--- src/hdl/touch_coordinate_conditioner_top_assert.svh ---
// ----------------------------------------------------------------------------
// Touch coordinate conditioner assertion macros
// Shared concurrent-check shorthands, clocked on clock, disabled in reset.
// ----------------------------------------------------------------------------
`ifndef TOUCH_COORDINATE_CONDITIONER_TOP_ASSERT_SVH
`define TOUCH_COORDINATE_CONDITIONER_TOP_ASSERT_SVH

// same-cycle implication
`define TCC_ASSERT_NOW(name, ante, cons) \
   name: assert property (@(posedge clock) disable iff (reset) (ante) |-> (cons)) \
      else $error("touch conditioner check failed");

// next-cycle implication
`define TCC_ASSERT_NEXT(name, ante, cons) \
   name: assert property (@(posedge clock) disable iff (reset) (ante) |=> (cons)) \
      else $error("touch conditioner check failed");

`endif

--- src/hdl/tcc_pkg.sv ---
// ----------------------------------------------------------------------------
// tcc_pkg
// Widths, register map, reset values and shared types of the touch
// coordinate conditioner.
// ----------------------------------------------------------------------------
package tcc_pkg;

   // field widths
   localparam int RAW_W  = 16;
   localparam int SCR_W  = 12;
   localparam int PROD_W = RAW_W + SCR_W;
   localparam int STEP_W = $clog2(SCR_W);
   localparam int IDX_W  = 3;

   // sample pairs averaged per request (the word carries two)
   localparam int MAX_SAMPLES  = 2;
   localparam int SAMPLE_LIMIT = (MAX_SAMPLES < 2) ? MAX_SAMPLES : 2;

   // action codes
   localparam logic ACT_TICK    = 1'b0;
   localparam logic ACT_REQUEST = 1'b1;

   // register map
   typedef enum logic [IDX_W-1:0] {
      CSR_HOLDOFF  = 3'd0,
      CSR_MIN_X    = 3'd1,
      CSR_MAX_X    = 3'd2,
      CSR_MIN_Y    = 3'd3,
      CSR_MAX_Y    = 3'd4,
      CSR_SCREEN_W = 3'd5,
      CSR_SCREEN_H = 3'd6
   } csr_index_type;

   // register reset values
   localparam logic [RAW_W-1:0] HOLDOFF_RST  = 16'd200;
   localparam logic [RAW_W-1:0] MIN_RAW_RST  = 16'd0;
   localparam logic [RAW_W-1:0] MAX_RAW_RST  = 16'hFFFF;
   localparam logic [SCR_W-1:0] SCREEN_W_RST = 12'd320;
   localparam logic [SCR_W-1:0] SCREEN_H_RST = 12'd240;

   // axis unit sequencer
   typedef enum logic [2:0] {
      AX_IDLE,
      AX_CLAMP,
      AX_DIFF,
      AX_MUL,
      AX_DIV,
      AX_DONE
   } axis_state_type;

   // top-level control
   typedef enum logic [1:0] {
      ST_IDLE,
      ST_CALC,
      ST_HOLD
   } ctrl_state_type;

   // axis unit status
   typedef struct packed {
      logic busy;
      logic done;
   } axis_stat_type;

endpackage

--- src/hdl/touch_coordinate_conditioner_top.sv ---
// ----------------------------------------------------------------------------
// touch_coordinate_conditioner_top
// Holdoff timer, sample averaging, register file and result register around
// two serial axis units.
// ----------------------------------------------------------------------------
// Usage:
//   req_ channel: one word per millisecond tick (req_action = 0) or per
//   coordinate request (req_action = 1) carrying two raw X/Y pairs with
//   pen-down flags. Ticks produce no response word; each request produces one.
//   rsp_ channel: accepted flag, samples used, screen X and inverted screen Y.
//   csr_ channel: register writes, always ready; write only while no word is
//   in flight.
// Timing:
//   A tick is absorbed in the idle state; a refused request goes through the
//   hold state to the response register. A served request passes clamp and
//   difference, a bit-serial multiply over the 12 span bits, a restoring
//   divide producing 12 quotient bits, and hand-off via the hold state. The
//   next word is taken once the response is registered.
// Reset:
//   Synchronous, active high; registers return to their defaults and the
//   millisecond count starts at zero.
// Stall:
//   A response waits in the output register; a second result waits in the
//   control stage and no further word is taken until the first one leaves.
// ----------------------------------------------------------------------------
module touch_coordinate_conditioner_top (
   input  logic                          clock,
   input  logic                          reset,
   // request channel
   input  logic                          req_valid,
   output logic                          req_ready,
   input  logic                          req_action,
   input  logic                          req_pen_down_first,
   input  logic                          req_pen_down_second,
   input  logic [tcc_pkg::RAW_W-1:0]     req_raw_x_first,
   input  logic [tcc_pkg::RAW_W-1:0]     req_raw_y_first,
   input  logic [tcc_pkg::RAW_W-1:0]     req_raw_x_second,
   input  logic [tcc_pkg::RAW_W-1:0]     req_raw_y_second,
   // response channel
   output logic                          rsp_valid,
   input  logic                          rsp_ready,
   output logic                          rsp_accepted,
   output logic [1:0]                    rsp_samples_used,
   output logic [tcc_pkg::SCR_W-1:0]     rsp_screen_x,
   output logic [tcc_pkg::SCR_W-1:0]     rsp_screen_y,
   // register write channel
   input  logic                          csr_valid,
   output logic                          csr_ready,
   input  logic [tcc_pkg::IDX_W-1:0]     csr_index,
   input  logic [tcc_pkg::RAW_W-1:0]     csr_wdata
);
   import tcc_pkg::*;

   ctrl_state_type    state_ff, state_in;

   // configuration registers
   logic [RAW_W-1:0]  holdoff_ff, min_x_ff, max_x_ff, min_y_ff, max_y_ff;
   logic [SCR_W-1:0]  screen_w_ff, screen_h_ff;

   logic [RAW_W-1:0]  elapsed_ff, elapsed_in;

   // pending result
   logic              pend_acc_ff, pend_acc_in;
   logic [1:0]        pend_n_ff, pend_n_in;
   logic [SCR_W-1:0]  pend_x_ff, pend_x_in;
   logic [SCR_W-1:0]  pend_y_ff, pend_y_in;

   // output register
   logic              rsp_valid_ff, rsp_valid_in;
   logic              rsp_acc_ff, rsp_acc_in;
   logic [1:0]        rsp_n_ff, rsp_n_in;
   logic [SCR_W-1:0]  rsp_x_ff, rsp_x_in;
   logic [SCR_W-1:0]  rsp_y_ff, rsp_y_in;

   logic              req_fire;
   logic              axis_start;
   logic              use_second;
   logic [1:0]        n_cnt;
   logic [RAW_W:0]    sum_x, sum_y;
   logic [RAW_W-1:0]  avg_x, avg_y;
   axis_stat_type     x_stat, y_stat;
   logic [SCR_W-1:0]  x_result, y_result;

   assign req_ready = (state_ff == ST_IDLE);
   assign req_fire  = req_valid & req_ready;
   assign csr_ready = 1'b1;

   // register file
   always_ff @(posedge clock) begin
      if (reset) begin
         holdoff_ff  <= HOLDOFF_RST;
         min_x_ff    <= MIN_RAW_RST;
         max_x_ff    <= MAX_RAW_RST;
         min_y_ff    <= MIN_RAW_RST;
         max_y_ff    <= MAX_RAW_RST;
         screen_w_ff <= SCREEN_W_RST;
         screen_h_ff <= SCREEN_H_RST;
      end else if (csr_valid && csr_ready) begin
         unique case (csr_index)
            CSR_HOLDOFF:  holdoff_ff  <= csr_wdata;
            CSR_MIN_X:    min_x_ff    <= csr_wdata;
            CSR_MAX_X:    max_x_ff    <= csr_wdata;
            CSR_MIN_Y:    min_y_ff    <= csr_wdata;
            CSR_MAX_Y:    max_y_ff    <= csr_wdata;
            CSR_SCREEN_W: screen_w_ff <= csr_wdata[SCR_W-1:0];
            CSR_SCREEN_H: screen_h_ff <= csr_wdata[SCR_W-1:0];
            default: begin
            end
         endcase
      end
   end

   // pressed-sample count and floor average (divide by one or two)
   assign use_second = (SAMPLE_LIMIT >= 2) && req_pen_down_first && req_pen_down_second;
   assign n_cnt      = use_second ? 2'd2 : (req_pen_down_first ? 2'd1 : 2'd0);
   assign sum_x      = {1'b0, req_raw_x_first} + {1'b0, req_raw_x_second};
   assign sum_y      = {1'b0, req_raw_y_first} + {1'b0, req_raw_y_second};
   assign avg_x      = use_second ? sum_x[RAW_W:1]
                       : (req_pen_down_first ? req_raw_x_first : '0);
   assign avg_y      = use_second ? sum_y[RAW_W:1]
                       : (req_pen_down_first ? req_raw_y_first : '0);

   // axis units
   tcc_axis_unit u_axis_x (
      .clock  (clock),
      .reset  (reset),
      .start  (axis_start),
      .invert (1'b0),
      .avg    (avg_x),
      .lo     (min_x_ff),
      .hi     (max_x_ff),
      .span   (screen_w_ff),
      .stat   (x_stat),
      .result (x_result)
   );

   tcc_axis_unit u_axis_y (
      .clock  (clock),
      .reset  (reset),
      .start  (axis_start),
      .invert (1'b1),
      .avg    (avg_y),
      .lo     (min_y_ff),
      .hi     (max_y_ff),
      .span   (screen_h_ff),
      .stat   (y_stat),
      .result (y_result)
   );

   // control registers
   always_ff @(posedge clock) begin
      if (reset) begin
         state_ff     <= ST_IDLE;
         elapsed_ff   <= '0;
         rsp_valid_ff <= 1'b0;
      end else begin
         state_ff     <= state_in;
         elapsed_ff   <= elapsed_in;
         rsp_valid_ff <= rsp_valid_in;
      end
   end

   // payload registers
   always_ff @(posedge clock) begin
      pend_acc_ff <= pend_acc_in;
      pend_n_ff   <= pend_n_in;
      pend_x_ff   <= pend_x_in;
      pend_y_ff   <= pend_y_in;
      rsp_acc_ff  <= rsp_acc_in;
      rsp_n_ff    <= rsp_n_in;
      rsp_x_ff    <= rsp_x_in;
      rsp_y_ff    <= rsp_y_in;
   end

   // next state and outputs
   always_comb begin
      state_in     = state_ff;
      elapsed_in   = elapsed_ff;
      axis_start   = 1'b0;
      pend_acc_in  = pend_acc_ff;
      pend_n_in    = pend_n_ff;
      pend_x_in    = pend_x_ff;
      pend_y_in    = pend_y_ff;
      rsp_valid_in = rsp_valid_ff & ~rsp_ready;
      rsp_acc_in   = rsp_acc_ff;
      rsp_n_in     = rsp_n_ff;
      rsp_x_in     = rsp_x_ff;
      rsp_y_in     = rsp_y_ff;

      unique case (state_ff)
         ST_IDLE: begin
            if (req_fire) begin
               if (req_action == ACT_TICK) begin
                  // saturating millisecond count
                  if (elapsed_ff != '1) begin
                     elapsed_in = elapsed_ff + 1'b1;
                  end
               end else if (elapsed_ff < holdoff_ff) begin
                  // refused: count keeps running
                  pend_acc_in = 1'b0;
                  pend_n_in   = 2'd0;
                  pend_x_in   = '0;
                  pend_y_in   = '0;
                  state_in    = ST_HOLD;
               end else begin
                  elapsed_in  = '0;
                  pend_acc_in = 1'b1;
                  pend_n_in   = n_cnt;
                  axis_start  = 1'b1;
                  state_in    = ST_CALC;
               end
            end
         end
         ST_CALC: begin
            if (x_stat.done) begin
               pend_x_in = x_result;
               pend_y_in = y_result;
               state_in  = ST_HOLD;
            end
         end
         ST_HOLD: begin
            // move into the output register once it is free
            if (!rsp_valid_ff || rsp_ready) begin
               rsp_valid_in = 1'b1;
               rsp_acc_in   = pend_acc_ff;
               rsp_n_in     = pend_n_ff;
               rsp_x_in     = pend_x_ff;
               rsp_y_in     = pend_y_ff;
               state_in     = ST_IDLE;
            end
         end
         default: begin
            state_in = ST_IDLE;
         end
      endcase
   end

   assign rsp_valid        = rsp_valid_ff;
   assign rsp_accepted     = rsp_acc_ff;
   assign rsp_samples_used = rsp_n_ff;
   assign rsp_screen_x     = rsp_x_ff;
   assign rsp_screen_y     = rsp_y_ff;

   // checks
`include "touch_coordinate_conditioner_top_assert.svh"

   `TCC_ASSERT_NOW(a_axes_in_step, 1'b1, x_stat.done == y_stat.done)
   `TCC_ASSERT_NOW(a_calc_busy, state_ff == ST_CALC, x_stat.busy)
   `TCC_ASSERT_NOW(a_refused_zero, rsp_valid_ff && !rsp_acc_ff,
                   rsp_n_ff == 2'd0 && rsp_x_ff == '0 && rsp_y_ff == '0)
   `TCC_ASSERT_NOW(a_samples_limit, rsp_valid_ff, rsp_n_ff <= 2'(SAMPLE_LIMIT))
   `TCC_ASSERT_NEXT(a_served_clears, req_fire && req_action == ACT_REQUEST
                    && elapsed_ff >= holdoff_ff, elapsed_ff == '0)

endmodule

--- src/hdl/tcc_axis_unit.sv ---
// ----------------------------------------------------------------------------
// tcc_axis_unit
// One axis: clamp to the raw window, bit-serial multiply by the screen span,
// then restoring division by the window width, one bit per cycle.
// ----------------------------------------------------------------------------
module tcc_axis_unit (
   input  logic                          clock,
   input  logic                          reset,
   input  logic                          start,
   input  logic                          invert,
   input  logic [tcc_pkg::RAW_W-1:0]     avg,
   input  logic [tcc_pkg::RAW_W-1:0]     lo,
   input  logic [tcc_pkg::RAW_W-1:0]     hi,
   input  logic [tcc_pkg::SCR_W-1:0]     span,
   output tcc_pkg::axis_stat_type        stat,
   output logic [tcc_pkg::SCR_W-1:0]     result
);
   import tcc_pkg::*;

   axis_state_type       state_ff, state_in;
   logic [RAW_W-1:0]     v_ff, v_in;
   logic [RAW_W-1:0]     d_ff, d_in;
   logic [RAW_W-1:0]     den_ff, den_in;
   logic                 empty_ff, empty_in;
   logic [SCR_W-1:0]     span_ff, span_in;
   logic [PROD_W-1:0]    acc_ff, acc_in;
   logic [STEP_W-1:0]    step_ff, step_in;

   logic                 last_step;
   logic [RAW_W:0]       trial;
   logic                 fits;
   logic [RAW_W:0]       rem_next;

   // control registers
   always_ff @(posedge clock) begin
      if (reset) begin
         state_ff <= AX_IDLE;
         step_ff  <= '0;
      end else begin
         state_ff <= state_in;
         step_ff  <= step_in;
      end
   end

   // datapath registers
   always_ff @(posedge clock) begin
      v_ff     <= v_in;
      d_ff     <= d_in;
      den_ff   <= den_in;
      empty_ff <= empty_in;
      span_ff  <= span_in;
      acc_ff   <= acc_in;
   end

   // one restoring division step: remainder in the top, dividend bits below
   assign last_step = (step_ff == STEP_W'(SCR_W - 1));
   assign trial     = {acc_ff[PROD_W-1:SCR_W], acc_ff[SCR_W-1]};
   assign fits      = (trial >= {1'b0, den_ff});
   assign rem_next  = fits ? (trial - {1'b0, den_ff}) : trial;

   // sequencer and datapath next values
   always_comb begin
      state_in = state_ff;
      step_in  = step_ff;
      v_in     = v_ff;
      d_in     = d_ff;
      den_in   = den_ff;
      empty_in = empty_ff;
      span_in  = span_ff;
      acc_in   = acc_ff;

      unique case (state_ff)
         AX_IDLE: begin
            if (start) begin
               v_in     = avg;
               state_in = AX_CLAMP;
            end
         end
         AX_CLAMP: begin
            // clamp into the window; an empty window forces zero later
            empty_in = (hi <= lo);
            if (v_ff < lo) begin
               v_in = lo;
            end else if (v_ff > hi) begin
               v_in = hi;
            end
            state_in = AX_DIFF;
         end
         AX_DIFF: begin
            d_in     = invert ? (hi - v_ff) : (v_ff - lo);
            den_in   = hi - lo;
            span_in  = span;
            acc_in   = '0;
            step_in  = '0;
            state_in = AX_MUL;
         end
         AX_MUL: begin
            // shift-add, span MSB first
            acc_in  = {acc_ff[PROD_W-2:0], 1'b0}
                      + (span_ff[SCR_W-1] ? {{SCR_W{1'b0}}, d_ff} : '0);
            span_in = {span_ff[SCR_W-2:0], 1'b0};
            if (last_step) begin
               step_in  = '0;
               state_in = AX_DIV;
            end else begin
               step_in = step_ff + 1'b1;
            end
         end
         AX_DIV: begin
            // quotient bits shift in at the bottom
            acc_in = {rem_next[RAW_W-1:0], acc_ff[SCR_W-2:0], fits};
            if (last_step) begin
               step_in  = '0;
               state_in = AX_DONE;
            end else begin
               step_in = step_ff + 1'b1;
            end
         end
         AX_DONE: begin
            state_in = AX_IDLE;
         end
         default: begin
            state_in = AX_IDLE;
         end
      endcase
   end

   // status and result
   assign stat.busy = (state_ff != AX_IDLE);
   assign stat.done = (state_ff == AX_DONE);
   assign result    = empty_ff ? '0 : acc_ff[SCR_W-1:0];

endmodule

--- config.mk ---
export PLATFORM = sky130hd
export DESIGN_NAME = touch_coordinate_conditioner_top
export DESIGN_NICKNAME = d
export VERILOG_FILES = /design/src/hdl/tcc_pkg.sv /design/src/hdl/touch_coordinate_conditioner_top.sv /design/src/hdl/tcc_axis_unit.sv
export VERILOG_INCLUDE_DIRS = /design/src /design/src/hdl
export SDC_FILE = /design/constraint.sdc
export NUM_CORES = 1
export LEC_CHECK = 0
export ABC_AREA = 1
export BUFFER_PORTS_ARGS = -buffer_cell sky130_fd_sc_hd__buf_2
export CORE_MARGIN = 2
export CORE_UTILIZATION = 57
export CTS_CLUSTER_DIAMETER = 80
export DETAILED_ROUTE_END_ITERATION = 16
export PLACE_DENSITY = 0.78
export SLEW_MARGIN = 30
export SYNTH_ARGS = -nofsm -noshare
export SYNTH_HDL_FRONTEND = slang
export SYNTH_HIERARCHICAL = 1
export SYNTH_SLANG_ARGS = --single-unit
--- constraint.sdc ---
create_clock -name clock -period 4.7 [get_ports clock]
set_clock_uncertainty 0.2 [all_clocks]
set_input_delay 0.47 -clock clock [delete_from_list [all_inputs] [get_ports clock]]
set_output_delay 0.47 -clock clock [all_outputs]
set_load 0.02 [all_outputs]
==> results of run 1 <==
-- power groups by stage --
stage | registers (mW) | logic [mW] | clock network [mW]
floorplan | 4.77 | 5.85 | 0
global placement | 4.93 | 7.60 | 0
detailed placement | 4.95 | 7.66 | 0
CTS | 4.89 | 7.71 | 3.34
global route | 4.97 | 8.87 | 3.45
finish | 4.90 | 7.89 | 3.30
-- final timing paths --
check	endpoint	slack [ns]	depth (start not counted)
setup / recovery	u_axis_x/v_ff[7]	1.64	11
hold / removal	rsp_valid	0.05	4
setup reg to reg	u_axis_x/v_ff[7]	1.64	11
hold reg to reg	rsp_screen_x[10]	0.22	0
-- cell type report --
class	instances	area (sq um)	share of cell area (%)
clock buffer	45	1070	3.52
clock inverter	27	304	0.998
inverter	641	2410	7.90
multi-input combinational	2980	15500	50.8
sequential	369	9710	31.9
tap	622	778	2.55
timing repair buffer	137	731	2.40
-- through the flow --
| stage | cell area [sq um] | power, mW | util, % |
|---|---|---|---|
| final | 30500 | 16.1 | 62.6 |
| after global routing | 30500 | 17.3 | 62.6 |
| after CTS | 30500 | 15.9 | 62.6 |
| after detailed placement | 29100 | 12.6 | 59.8 |
| after global placement | 29100 | 12.5 | 59.8 |
| after floorplan | 28000 | 10.6 | - |
-- placed cells by master, fill, tap and decap left out, drive strengths merged, types with 2 or more instances in the layout --
cell and n:
nand3b 35, a21oi 252, conb 7, nor2 369
clkbuf 45, o211ai 5, a31oi 5, o31ai 2
o21ai 230, bufinv 6, ha 206, nor4 3
clkinvlp 4, o21bai 24, inv 638, and2 12
a22o 6, xor2 37, nor3 56, a21o 15
fa 12, mux2i 4, o22ai 6, nand2 1268
nand4 22, clkinv 20, a32oi 2, buf 137
or2 6, o21a 5, a211oi 4, a21boi 3
dfxtp 137, nand3 353, nor3b 3, edfxtp 232
xnor2 24
-- flip-flops by register name, summed over array words and instances, names as in the netlist, 16 cells and up --
register / cells
elapsed_ff: 16
holdoff_ff: 16
max_x_ff: 16
max_y_ff: 16
min_x_ff: 16
min_y_ff: 16
u_axis_x/acc_ff: 28
u_axis_x/d_ff: 16
u_axis_x/den_ff: 16
u_axis_x/v_ff: 16
u_axis_y/acc_ff: 28
u_axis_y/d_ff: 16
u_axis_y/den_ff: 16
u_axis_y/v_ff: 16
-- per-layer routing --
metal	routed length, um	vias to the layer above
met3	6650	155
met2	33500	1133
li1	-	13300
met5	0	-
met4	2360	0
met1	33800	12100
-- critical path: cells and delay by family, from the launching register on --
| kind | cells | cell delay (ns) |
|---|---|---|
| compound gates | 1 | 0.15 |
| fa+ha+maj | 1 | 0.39 |
| buf+inv | 3 | 0.63 |
| flops | 1 | 0.33 |
| simple gates | 6 | 0.97 |
==> results_dict.tcl, run 1 <==
set metrics [dict create \
    relSlewSlack_pct 37.7 \
    syn_to_final_growth_pct 9.03 \
    fillers 4466 \
    combPwrFrac_pct 49.0 \
    status "completed" \
    synth_area_sq_mm 0.0279 \
    n_antenna_cell 0 \
    setup_tns_ns 0 \
    p_sw_mw 7.17 \
    worst_slew_pin_slew_ns 0.932 \
    grt_overflow_total 0 \
    setup_violations 0 \
    ant_nets 0 \
    synth.avg_cell_area_sq_um 6.87 \
    start_util_pct 57.4 \
    p_clk_share_pct 20.5 \
    via_per_inst 5.54 \
    die_w_um 225 \
    cts_max_path_buffers 3 \
    drc_errors 0 \
    core_sq_mm 0.0486 \
    cts_buffers 40 \
    final_cells 4821 \
    port_buffers 119 \
    worst_path_max_delay_cell "inv_1" \
    crit_path_max_incr_delay_ns 0.48 \
    leakagePower_nw 15.1 \
    cts-root-buf "clkbuf_16" \
    drt_iter0_markers 2542 \
    worstHoldStart "rsp_ready" \
    numClockSinks 369 \
    grt_use_met2_pct 47.4 \
    layout-drive-gt1-share_pct 7.05 \
    maxCapViolCount 0 \
    period_needed_ns 3.06 \
    cp-startpoint "min_x_ff[11]" \
    ios 121 \
    rows 81 \
    p_seq_share_pct 30.5 \
    rsz0062_at_grt "no" \
    ys_warn_count 6 \
    p_int_mw 8.93 \
    h-tree-depth 2 \
    post-route-period-util_pct 65.1 \
    nets 4478 \
    path_common_cell "inv_1" \
    first_pass_iters 6 \
    min_path_type "in -> reg" \
    r2r_start "min_x_ff[11]" \
    arrival_ns 3.04 \
    cts_tree "yes" \
    clock_latency_ns 0.56 \
    synth_cells 4068 \
    cts_resized 0 \
    end_kind "register" \
    grt_pass1_vias 24400 \
    hold_viol 0 \
    setup_ws_ns 1.64 \
    vias 26700 \
    die_y_um 225 \
    start_kind "register" \
    grtUsageMet3_pct 4.37 \
    swShare_pct 44.5 \
    globalRouteMet1Util_pct 42.3 \
    crit_path_max_fanout 17 \
    place_ws_ns 1.69 \
    track_usage_pct 30.1 \
    path_clk_slew_ns 0.06 \
    totalWireLength_mm 76.4 \
    cts_setup_buffers 0 \
    fmaxAchievable_mhz 327 \
    die_area_sq_mm 0.0508 \
    cts_hold_buf 0 \
    antenna_found_initial 0 \
    slew_viol_final 0 \
    routedWlPerCell_um 15.8 \
    dp.final_hpwl_mm 59.1 \
    cp_cell_sequence "inv_1 -> ha_1 -> nand2_2 -> inv_1 -> a21oi_2 -> nor2_1 -> nor2_4 -> nand2_4 -> nand3_1 -> nand2_1 -> inv_1" \
    irDropWorstVdd_v 0.000363 \
    power_density_mw_per_mm2 528 \
    grt_max_degree 64 \
    busiest_layer "met2" \
    worstSetupPathType "reg -> reg" \
    gp_congestion 0.982 \
    crit_required_ns 4.68 \
    place_inst 4749 \
    timing.hold.ws_ns 0.0479 \
    grt_pass1_wl_mm 123 \
]
No activity file was read; power rests on OpenSTA's default activity.
==> run 2, diff against run 1 <==
--- a/config.mk
+++ b/config.mk
@@ -6,7 +6,7 @@
 export SDC_FILE = /design/constraint.sdc
 export NUM_CORES = 1
 export LEC_CHECK = 0
-export ABC_AREA = 1
+export ABC_AREA = 0
 export BUFFER_PORTS_ARGS = -buffer_cell sky130_fd_sc_hd__buf_2
 export CORE_MARGIN = 2
 export CORE_UTILIZATION = 57
==> constraint.sdc (replaced) <==
create_clock -name clock -period 2.5 [get_ports clock]
set_clock_uncertainty 0.2 [all_clocks]
set_input_delay 0.25 -clock clock [delete_from_list [all_inputs] [get_ports clock]]
set_output_delay 0.25 -clock clock [all_outputs]
set_load 0.02 [all_outputs]
==> results_dict.tcl, run 2 <==
set metrics [dict create \
    die_area_sq_mm 0.0458 \
    wl_met3_mm 8.46 \
    place_ws_ns -0.801 \
    final_cells 4174 \
    end_kind "register" \
    period_needed_ns 3.32 \
    first_pass_iters 6 \
    arrival_ns 3.52 \
    hold_viol 0 \
    violations "setup timing" \
    layout_common_cells "buf_4, nand2_1, edfxtp_1" \
    setup_ws_ns -0.817 \
    port_buffers 119 \
    synth.avg_cell_area_sq_um 8.88 \
    relSlewSlack_pct 40.4 \
    slew_viol_final 0 \
    setup_tns_ns -76.57 \
    post-route-period-util_pct 133 \
    die_y_um 214 \
    leakagePower_nw 14.8 \
    drt_iter0_markers 2814 \
    synth_area_sq_mm 0.0251 \
    start_kind "register" \
    crit_required_ns 2.70 \
    worst_slew_pin_slew_ns 0.891 \
    drt-met1-wl_mm 32.9 \
    clock_latency_ns 0.57 \
    dpl-instance-area_sq_mm 0.0308 \
    power_density_mw_per_mm2 421 \
    irDropWorstVdd_v 0.000421 \
    crit_family "simple AND/OR/NAND/NOR gates" \
    totalWireLength_mm 85.5 \
    worstSetupPathType "reg -> reg" \
    crit_path_max_incr_delay_ns 0.54 \
    place_inst 3983 \
    cts_max_path_buffers 3 \
    nets 3865 \
    cts-root-buf "clkbuf_16" \
    vias 25600 \
    grt_pass1_wl_mm 128 \
    power_mw 14.7 \
    layout-drive-gt1-share_pct 33.2 \
    rsz0062_at_grt "yes" \
    start_util_pct 58.1 \
    setup_violations 173 \
    final_common_cell "buf_4" \
    ys_warn_count 6 \
    fin_area_sq_mm 0.0350 \
    gp_congestion 0.997 \
    core_sq_mm 0.0433 \
    crit_path_max_fanout 3 \
    antenna_found_initial 7 \
    drc_errors 0 \
    biggestRegsByFlops "u_axis_x/acc_ff x28, u_axis_y/acc_ff x28" \
    cts_buffers 39 \
    h-tree-depth 2 \
    min_path_type "in -> reg" \
    die_w_um 214 \
    grt_max_degree 62 \
    critPathBufInv 2 \
    ios 121 \
    rows 76 \
    grt_pass1_vias 25300 \
    numClockSinks 369 \
    cts_tree "yes" \
    via_per_inst 6.13 \
    routed.top_layer "met5" \
    grt_overflow_total 0 \
    ant_nets 0 \
    routedWlPerCell_um 20.5 \
    path_clk_slew_ns 0.07 \
    dp.final_hpwl_mm 56.8 \
    worst_path_max_delay_cell "or4_1" \
    synth_cells 2830 \
    wl_met2_mm 39.9 \
    track_usage_pct 34.3 \
    cp_cell_sequence "and2_4 -> ha_4 -> inv_2 -> fa_2 -> nor2b_4 -> o2111ai_2 -> nand4_1 -> a31oi_4 -> o211ai_4 -> buf_6 -> nand2_8 -> or4_1 -> o211ai_1" \
    fmaxAchievable_mhz 302 \
    syn_to_final_growth_pct 39.3 \
    status "finished, violations left" \
    maxCapViolCount 0 \
]
run 2: layout make-up:
cell class,instances,area [sq um]
sequential,369,9720
clock buffer,53,1150
tap,585,732
multi-input combinational,2196,16500
antenna,3,7.51
clock inverter,18,183
inverter,167,641
timing repair buffer,783,6020
fill,2413,8260
run 2: metal layers:
layer | GRT usage [%] | up-vias
li1 | - | 11600
met1 | 43.1 | 12100
met2 | 57.4 | 1542
met3 | 6.65 | 348
met4 | 15.4 | 4
met5 | 0 | -
run 2: worst paths after layout:
check | start | endpoint | slack [ns] | depth (start not counted)
max | u_axis_y/span_ff[11] | u_axis_y/acc_ff[21] | -0.82 | 13
max reg2reg | u_axis_y/span_ff[11] | u_axis_y/acc_ff[21] | -0.82 | 13
min reg2reg | pend_y_ff[10] | rsp_screen_y[10] | 0.22 | 0
min | req_raw_x_first[12] | u_axis_x/v_ff[12] | 0.02 | 5
run 2: per-stage QoR:
step           utilization, %  hold WS [ns]
6_report                 80.9        0.0204
2_1_floorplan               -         0.119
3_5_place_dp             71.2         0.205
3_3_place_gp             71.2         0.201
4_1_cts                  78.6       0.00618
5_1_grt                  80.9        0.0380
run 2: worst min-delay path: cells and delay by family:
| kind | cells | cell delay, ns |
|---|---|---|
| and+or+nand+nor | 2 | 0.13 |
| buffers and inverters | 1 | 0.10 |
| AOI/OAI and AO/OA | 2 | 0.18 |
run 2: report_power, final:
group,switching [mW],leakage (nW),total [mW],internal (mW)
Combinational,1.12,10.9,2.05,0.923
Clock,2.55,0.656,6.11,3.56
Sequential,0.0413,3.22,6.58,6.54
Total,3.71,14.8,14.7,11.0
run 2: what timing repair did:
item,4_1_cts,5_1_grt
setup buffers,71,36
hold endpoints to repair,110,0
resized for setup,221,183
pin swaps,175,132
hold buffers,23,0
cloned,7,1
endpoints found under the setup margin,180,191
